**src/rtl/core/lsc_pkg.sv**
```systemverilog
package lsc_pkg;

  localparam int FRAC_BITS     = 8;
  localparam int PROBES        = 16;
  localparam int HALF          = PROBES / 2;
  localparam int IN_W          = 16;
  localparam int CNT_W         = 5;
  localparam int HCNT_W        = 4;
  localparam int HW_W          = 5;
  localparam int SUMI_W        = 8;
  localparam int SUM_W         = 7;
  localparam int MAG_W         = 6;
  localparam int NUM_W         = MAG_W + FRAC_BITS;
  localparam int RECIP_SHIFT   = NUM_W + 4;
  localparam int RECIP_W       = RECIP_SHIFT + 1;
  localparam int PROD_W        = NUM_W + RECIP_W;
  localparam int POS_W         = 13;
  localparam int POS_MAX       = 4095;
  localparam int POS_MIN_MAG   = 4096;
  localparam int OUT_DATA_W    = 24;
  localparam int WEIGHT_OFFSET = 7;

  localparam logic [RECIP_W-1:0] RECIP_TAB [16] = '{
    RECIP_W'(0),
    RECIP_W'(((1 << RECIP_SHIFT) + 0) / 1),
    RECIP_W'(((1 << RECIP_SHIFT) + 1) / 2),
    RECIP_W'(((1 << RECIP_SHIFT) + 2) / 3),
    RECIP_W'(((1 << RECIP_SHIFT) + 3) / 4),
    RECIP_W'(((1 << RECIP_SHIFT) + 4) / 5),
    RECIP_W'(((1 << RECIP_SHIFT) + 5) / 6),
    RECIP_W'(((1 << RECIP_SHIFT) + 6) / 7),
    RECIP_W'(((1 << RECIP_SHIFT) + 7) / 8),
    RECIP_W'(((1 << RECIP_SHIFT) + 8) / 9),
    RECIP_W'(((1 << RECIP_SHIFT) + 9) / 10),
    RECIP_W'(((1 << RECIP_SHIFT) + 10) / 11),
    RECIP_W'(((1 << RECIP_SHIFT) + 11) / 12),
    RECIP_W'(((1 << RECIP_SHIFT) + 12) / 13),
    RECIP_W'(((1 << RECIP_SHIFT) + 13) / 14),
    RECIP_W'(((1 << RECIP_SHIFT) + 14) / 15)
  };

  typedef struct packed {
    logic              vld;
    logic [HCNT_W-1:0] cnt_lo;
    logic [HCNT_W-1:0] cnt_hi;
    logic [HW_W-1:0]   wsum_lo;
    logic [HW_W-1:0]   wsum_hi;
  } half_t;

  typedef struct packed {
    logic                    vld;
    logic [CNT_W-1:0]        cnt;
    logic signed [SUM_W-1:0] sum;
  } tally_t;

  typedef struct packed {
    logic               vld;
    logic               pos_ok;
    logic               neg;
    logic [CNT_W-1:0]   cnt;
    logic [NUM_W-1:0]   num;
    logic [RECIP_W-1:0] recip;
  } recip_t;

  typedef struct packed {
    logic              vld;
    logic              pos_ok;
    logic              neg;
    logic [CNT_W-1:0]  cnt;
    logic [PROD_W-1:0] prod;
  } prod_t;

endpackage

```
**src/rtl/core/lsc_count.sv**
```systemverilog
module lsc_count (
  input  logic                   clk,
  input  logic                   rst,
  input  logic                   en,
  input  logic                   in_vld,
  input  logic [lsc_pkg::IN_W-1:0] raw_bits,
  output lsc_pkg::tally_t        tally
);
  import lsc_pkg::*;

  half_t               half;
  half_t               half_next;
  tally_t              tally_next;
  logic [SUMI_W-1:0]   sum_i;
  logic [CNT_W-1:0]    cnt;
  logic [SUMI_W-1:0]   sum_full;

  always_comb begin
    half_next.vld     = in_vld;
    half_next.cnt_lo  = '0;
    half_next.cnt_hi  = '0;
    half_next.wsum_lo = '0;
    half_next.wsum_hi = '0;
    for (int j = 0; j < HALF; j++) begin
      half_next.cnt_lo  = half_next.cnt_lo + HCNT_W'(raw_bits[j]);
      half_next.cnt_hi  = half_next.cnt_hi + HCNT_W'(raw_bits[j + HALF]);
      half_next.wsum_lo = half_next.wsum_lo + (raw_bits[j] ? HW_W'(j) : '0);
      half_next.wsum_hi = half_next.wsum_hi + (raw_bits[j + HALF] ? HW_W'(j) : '0);
    end
  end

  always_comb begin
    cnt      = CNT_W'(half.cnt_lo) + CNT_W'(half.cnt_hi);
    sum_i    = SUMI_W'(half.wsum_lo) + SUMI_W'(half.wsum_hi)
             + SUMI_W'({half.cnt_hi, 3'b000});
    sum_full = sum_i - SUMI_W'(cnt) * SUMI_W'(WEIGHT_OFFSET);
    tally_next.vld = half.vld;
    tally_next.cnt = cnt;
    tally_next.sum = sum_full[SUM_W-1:0];
  end

  always_ff @(posedge clk) begin
    if (rst) begin
      half.vld  <= 1'b0;
      tally.vld <= 1'b0;
    end else if (en) begin
      half  <= half_next;
      tally <= tally_next;
    end
  end

endmodule

```
**src/rtl/core/lsc_div.sv**
```systemverilog
module lsc_div (
  input  logic            clk,
  input  logic            rst,
  input  logic            en,
  input  lsc_pkg::tally_t tally,
  output lsc_pkg::prod_t  prod
);
  import lsc_pkg::*;

  recip_t             rcp;
  recip_t             rcp_next;
  prod_t              prod_next;
  logic [SUM_W-1:0]   abs_v;

  always_comb begin
    rcp_next.vld    = tally.vld;
    rcp_next.neg    = tally.sum[SUM_W-1];
    rcp_next.cnt    = tally.cnt;
    rcp_next.pos_ok = (tally.cnt != '0) && (tally.cnt != CNT_W'(PROBES));
    abs_v           = rcp_next.neg ? (~tally.sum + SUM_W'(1)) : tally.sum;
    rcp_next.num    = {abs_v[MAG_W-1:0], {FRAC_BITS{1'b0}}};
    rcp_next.recip  = RECIP_TAB[tally.cnt[HCNT_W-1:0]];
  end

  always_comb begin
    prod_next.vld    = rcp.vld;
    prod_next.pos_ok = rcp.pos_ok;
    prod_next.neg    = rcp.neg;
    prod_next.cnt    = rcp.cnt;
    prod_next.prod   = PROD_W'(rcp.num) * PROD_W'(rcp.recip);
  end

  always_ff @(posedge clk) begin
    if (rst) begin
      rcp.vld  <= 1'b0;
      prod.vld <= 1'b0;
    end else if (en) begin
      rcp  <= rcp_next;
      prod <= prod_next;
    end
  end

endmodule

```
**src/rtl/core/line_sensor_centroid_core.sv**
```systemverilog
// Inputs pass the half, tally, rcp, prod and output registers to m_tvalid.
// Throughput: one transaction per cycle while m_tready does not stall; the
// probe count, the reciprocal multiply and the saturation stage are all
// fully pipelined. Backpressure on m_tready holds every stage in place.
// Reset (rst, synchronous, active high) clears all stage valid bits.
module line_sensor_centroid_core (
  input  logic                           clk,
  input  logic                           rst,
  input  logic                           s_tvalid,
  output logic                           s_tready,
  input  logic [lsc_pkg::IN_W-1:0]       s_tdata,  // [15:0] raw_bits
  output logic                           m_tvalid,
  input  logic                           m_tready,
  output logic [lsc_pkg::OUT_DATA_W-1:0] m_tdata,  // [12:0] position_fixed,
                                                   // [17:13] probe_count
  output logic                           m_tuser   // [0] position_valid
);
  import lsc_pkg::*;

  logic              en;
  tally_t            tally;
  prod_t             prod;
  logic [31:0]       q_ext;
  logic [31:0]       lim;
  logic [31:0]       mag_sat;
  logic [POS_W-1:0]  mag_w;
  logic [POS_W-1:0]  pos;

  assign en       = !m_tvalid || m_tready;
  assign s_tready = en;

  lsc_count u_count (
    .clk      (clk),
    .rst      (rst),
    .en       (en),
    .in_vld   (s_tvalid),
    .raw_bits (s_tdata),
    .tally    (tally)
  );

  lsc_div u_div (
    .clk   (clk),
    .rst   (rst),
    .en    (en),
    .tally (tally),
    .prod  (prod)
  );

  always_comb begin
    q_ext   = 32'(prod.prod >> RECIP_SHIFT);
    lim     = prod.neg ? 32'(POS_MIN_MAG) : 32'(POS_MAX);
    mag_sat = (q_ext > lim) ? lim : q_ext;
    mag_w   = mag_sat[POS_W-1:0];
    if (!prod.pos_ok) begin
      pos = '0;
    end else if (prod.neg) begin
      pos = ~mag_w + POS_W'(1);
    end else begin
      pos = mag_w;
    end
  end

  always_ff @(posedge clk) begin
    if (rst) begin
      m_tvalid <= 1'b0;
    end else if (en) begin
      m_tvalid <= prod.vld;
      m_tdata  <= OUT_DATA_W'({prod.cnt, pos});
      m_tuser  <= prod.pos_ok;
    end
  end

endmodule
```
**config.mk**
```make
export PLATFORM = sky130hd
export DESIGN_NAME = line_sensor_centroid_core
export DESIGN_NICKNAME = d
export VERILOG_FILES = /design/src/rtl/core/lsc_pkg.sv /design/src/rtl/core/lsc_count.sv /design/src/rtl/core/lsc_div.sv /design/src/rtl/core/line_sensor_centroid_core.sv
export SDC_FILE = /design/constraint.sdc
export NUM_CORES = 1
export LEC_CHECK = 0
export BUFFER_PORTS_ARGS = -buffer_cell sky130_fd_sc_hd__buf_4
export CELL_PAD_IN_SITES_DETAIL_PLACEMENT = 1
export CELL_PAD_IN_SITES_GLOBAL_PLACEMENT = 2
export CORE_MARGIN = 2
export CORE_UTILIZATION = 30
export CTS_BUF_LIST = sky130_fd_sc_hd__clkbuf_2 sky130_fd_sc_hd__clkbuf_4 sky130_fd_sc_hd__clkbuf_8
export CTS_CLUSTER_DIAMETER = 40
export DETAILED_ROUTE_END_ITERATION = 6
export GPL_ROUTABILITY_DRIVEN = 0
export PLACE_DENSITY_LB_ADDON = 0.3
export SYNTH_ARGS = -nofsm -noshare
export SYNTH_HDL_FRONTEND = slang
export SYNTH_SLANG_ARGS = --single-unit
```
**constraint.sdc**
```tcl
create_clock -name clk -period 6.66 [get_ports clk]
set_input_delay 0.666 -clock clk [delete_from_list [all_inputs] [get_ports clk]]
set_output_delay 0.666 -clock clk [all_outputs]
set_load 0.01 [all_outputs]
```
==> flow_summary.ini <==
[clocking]
clkTransAtPathRegs_ns = 0.11
cts-root-buf = clkbuf_8
cts_sinks = 108
post-cts-setup-buffer-count = 0
clock_latency_ns = 0.40
cts_tree = built
cts_hold_buf = 0
cts-buffers-inserted = 9
cts_resized = 0
htree_levels = 3
clockBufferDepth = 2

[synth]
synth_top_area_share_pct = 33.0
yosysTopAreaCell = edfxtp_1
synthFlopType = edfxtp_1
yosysMostFrequentCell = inv_1
synth_warnings = 0
yosysSeqAreaShare_pct = 34.0
ys_types = 54
avgSynthCellArea_sq_um = 10.7
ys_ff_latch = 108
synth_edf_count = 103
async_flop_share_pct = 0
yosys-top-cells-count = inv_1 (157), and2_1 (104), edfxtp_1 (103)
synthTopCellsByArea = edfxtp_1 (33%), fa_1 (21%), ha_1 (11%), and2_1 (6.9%), inv_1 (6.3%)
synthesis.area_sq_um = 9390
synthCells = 878

[min_path]
min_path_type = flop to flop

[critical_path]
max_stage_delay_ns = 0.45
crit_buf_inv = 2
r2r_cells = 15
worstPathMaxFanout = 26
crit_required_ns = 6.83
r2r-start = u_div.prod[38]
crit_chain = buf_4 -> inv_1 -> ha_1 -> nand2_1 -> or4_1 -> nor3_1 -> a21o_1 -> nor2_1 -> a21oi_1 -> ha_1 -> or3b_4 -> or3_1 -> a21o_1 -> a21oi_1 -> nor2_1
path_class = flop to flop
endpoint = m_tdata[10]
cp.depth = 15
cp-start-kind = flop
critical_path_arrival_ns = 4.88
cp-end-kind = flop
r2r_end = m_tdata[10]
crit_slowest_cell = or3b_4
r2r_setup_slack_ns = 1.94
cp_top_family = simple AND/OR/NAND/NOR gates
critPathLaunch = u_div.prod[38]

[timing]
fin_crit_ns = 4.72
worstMarginPinSlew_ns = 0.925
finalHoldViolCount = 0
max_freq_ghz = 0.212
slew_headroom_pct = 38.3
drv_slew = 0
rsz0062_at_grt = no
skew_ns = 0.0173
setup_tns_ns = 0
setup_violations = 0
fin_crit_sh_pct = 70.8

[global_routing]
antenna_found_initial = 0
grtUsageTotal_pct = 12.5
overflow = 0
grt_pass1_vias = 6617
grt_pass1_wl_microns = 33400
grt_max_degree = 74

[finish]
nFillCells = 3471
nNetsFinal = 1118
diodes = 0
synthToLayoutAreaGrowth_pct = 10.0
drive_above_1_share_pct = 6.97

[placement]
port_buffers = 40
place_hpwl_microns = 15600

[routing]
via_per_inst = 4.57
vias = 6010
ant_nets = 0
drc = 0
drtIter0Drc = 248
drt_wl_total_microns = 19500
routedWlPerCell_microns = 14.8
dr.pass1.iters = 4

[flow_run]
cap_violations = 0

[floorplan]
rows = 64
ioPinCount = 47
dieArea_sq_um = 32700
core_area_sq_um = 30700
die-width_microns = 181
start_util_pct = 30.6
dieHeight_microns = 181

[run_status]
status = finished, final reports clean
-- worst register-to-register path, cell delays in order, from the launching register on --
cell and delay, ns:
edfxtp_1 0.34, buf_4 0.29, inv_1 0.33, ha_1 0.40, nand2_1 0.05, or4_1 0.41, nor3_1 0.42, a21o_1 0.39
nor2_1 0.13, a21oi_1 0.14, ha_1 0.43, or3b_4 0.45, or3_1 0.34, a21o_1 0.19, a21oi_1 0.12, nor2_1 0.06
-- cell usage in the layout, fill, tap and decap left out, types with 16 or more instances in the layout --
cell,instances
a21oi_1,37
buf_4,43
a21o_1,16
edfxtp_1,103
ha_1,86
and2_1,104
o21ai_0,20
fa_1,99
nand2_1,50
nor2_1,33
inv_1,157
xnor2_1,24
nor3_1,16
-- metal layers --
layer	GRT usage, %	vias up	share of wire, %
met3	2.00	26	2.4
li1	-	2952	-
met4	3.35	0	1.7
met1	15.3	2967	46
met5	0	-	0
met2	22.7	65	50
-- worst min-delay path by stage --
stage	from	endpoint	slack [ns]	cells after the start
3_3_place_gp	u_div.prod_next[36]	u_div.prod[36]	0.40	0
6_report	u_div.prod_next[36]	u_div.prod[36]	0.43	0
2_1_floorplan	u_div.prod[33]	m_tdata[13]	0.40	0
5_1_grt	u_div.prod_next[37]	u_div.prod[37]	0.44	0
4_1_cts	u_div.prod[36]	m_tdata[16]	0.43	0
3_5_place_dp	u_div.prod[36]	m_tdata[16]	0.41	0
-- stage by stage --
stage	cells	util [%]	setup slack [ns]	area [sq um]	hold WS, ns
after floorplan	883	-	0.949	9400	0.400
after global placement	1298	33.0	1.91	10100	0.401
after detailed placement	1298	33.0	1.94	10100	0.405
after CTS	1314	33.7	1.92	10300	0.431
after global routing	1314	33.7	1.61	10300	0.440
final	1314	33.7	1.94	10300	0.428
-- final cells by class --
| cell class | instances | area (sq um) | area share, % |
|---|---|---|---|
| flip-flops and latches | 108 | 3190 | 30.9 |
| clock inverters | 7 | 88.8 | 0.860 |
| repair buffers | 43 | 323 | 3.13 |
| inverters | 157 | 589 | 5.71 |
| well taps | 396 | 495 | 4.80 |
| clock buffers | 9 | 124 | 1.20 |
| multi-input cells | 594 | 5510 | 53.4 |
-- sequential cells by signal (all words and copies together) (netlist names) --
register         cells
u_div.prod          23
u_div.prod_next      8
m_tuser              1
m_tvalid             1
u_div.rcp           25
u_count.tally       13
u_count.half        19
m_tdata             18
-- logic make-up after synthesis --
| group | Yosys count | synth area share (%) |
|---|---|---|
| buffers and inverters | 181 | 7.51 |
| adder cells (fa/ha/maj) | 185 | 32.6 |
| multiplexers | 4 | 0.427 |
| XOR/XNOR | 34 | 3.17 |
| flip-flops | 108 | 34.0 |
| AND/OR/NAND/NOR | 251 | 14.4 |
| AO/OA/AOI/OAI | 114 | 7.87 |
| other | 1 | 0.0400 |
Power is left out: the tool's default activity adds up to more than one toggle a clock period on the data nets, which glitch-free logic cannot reach.
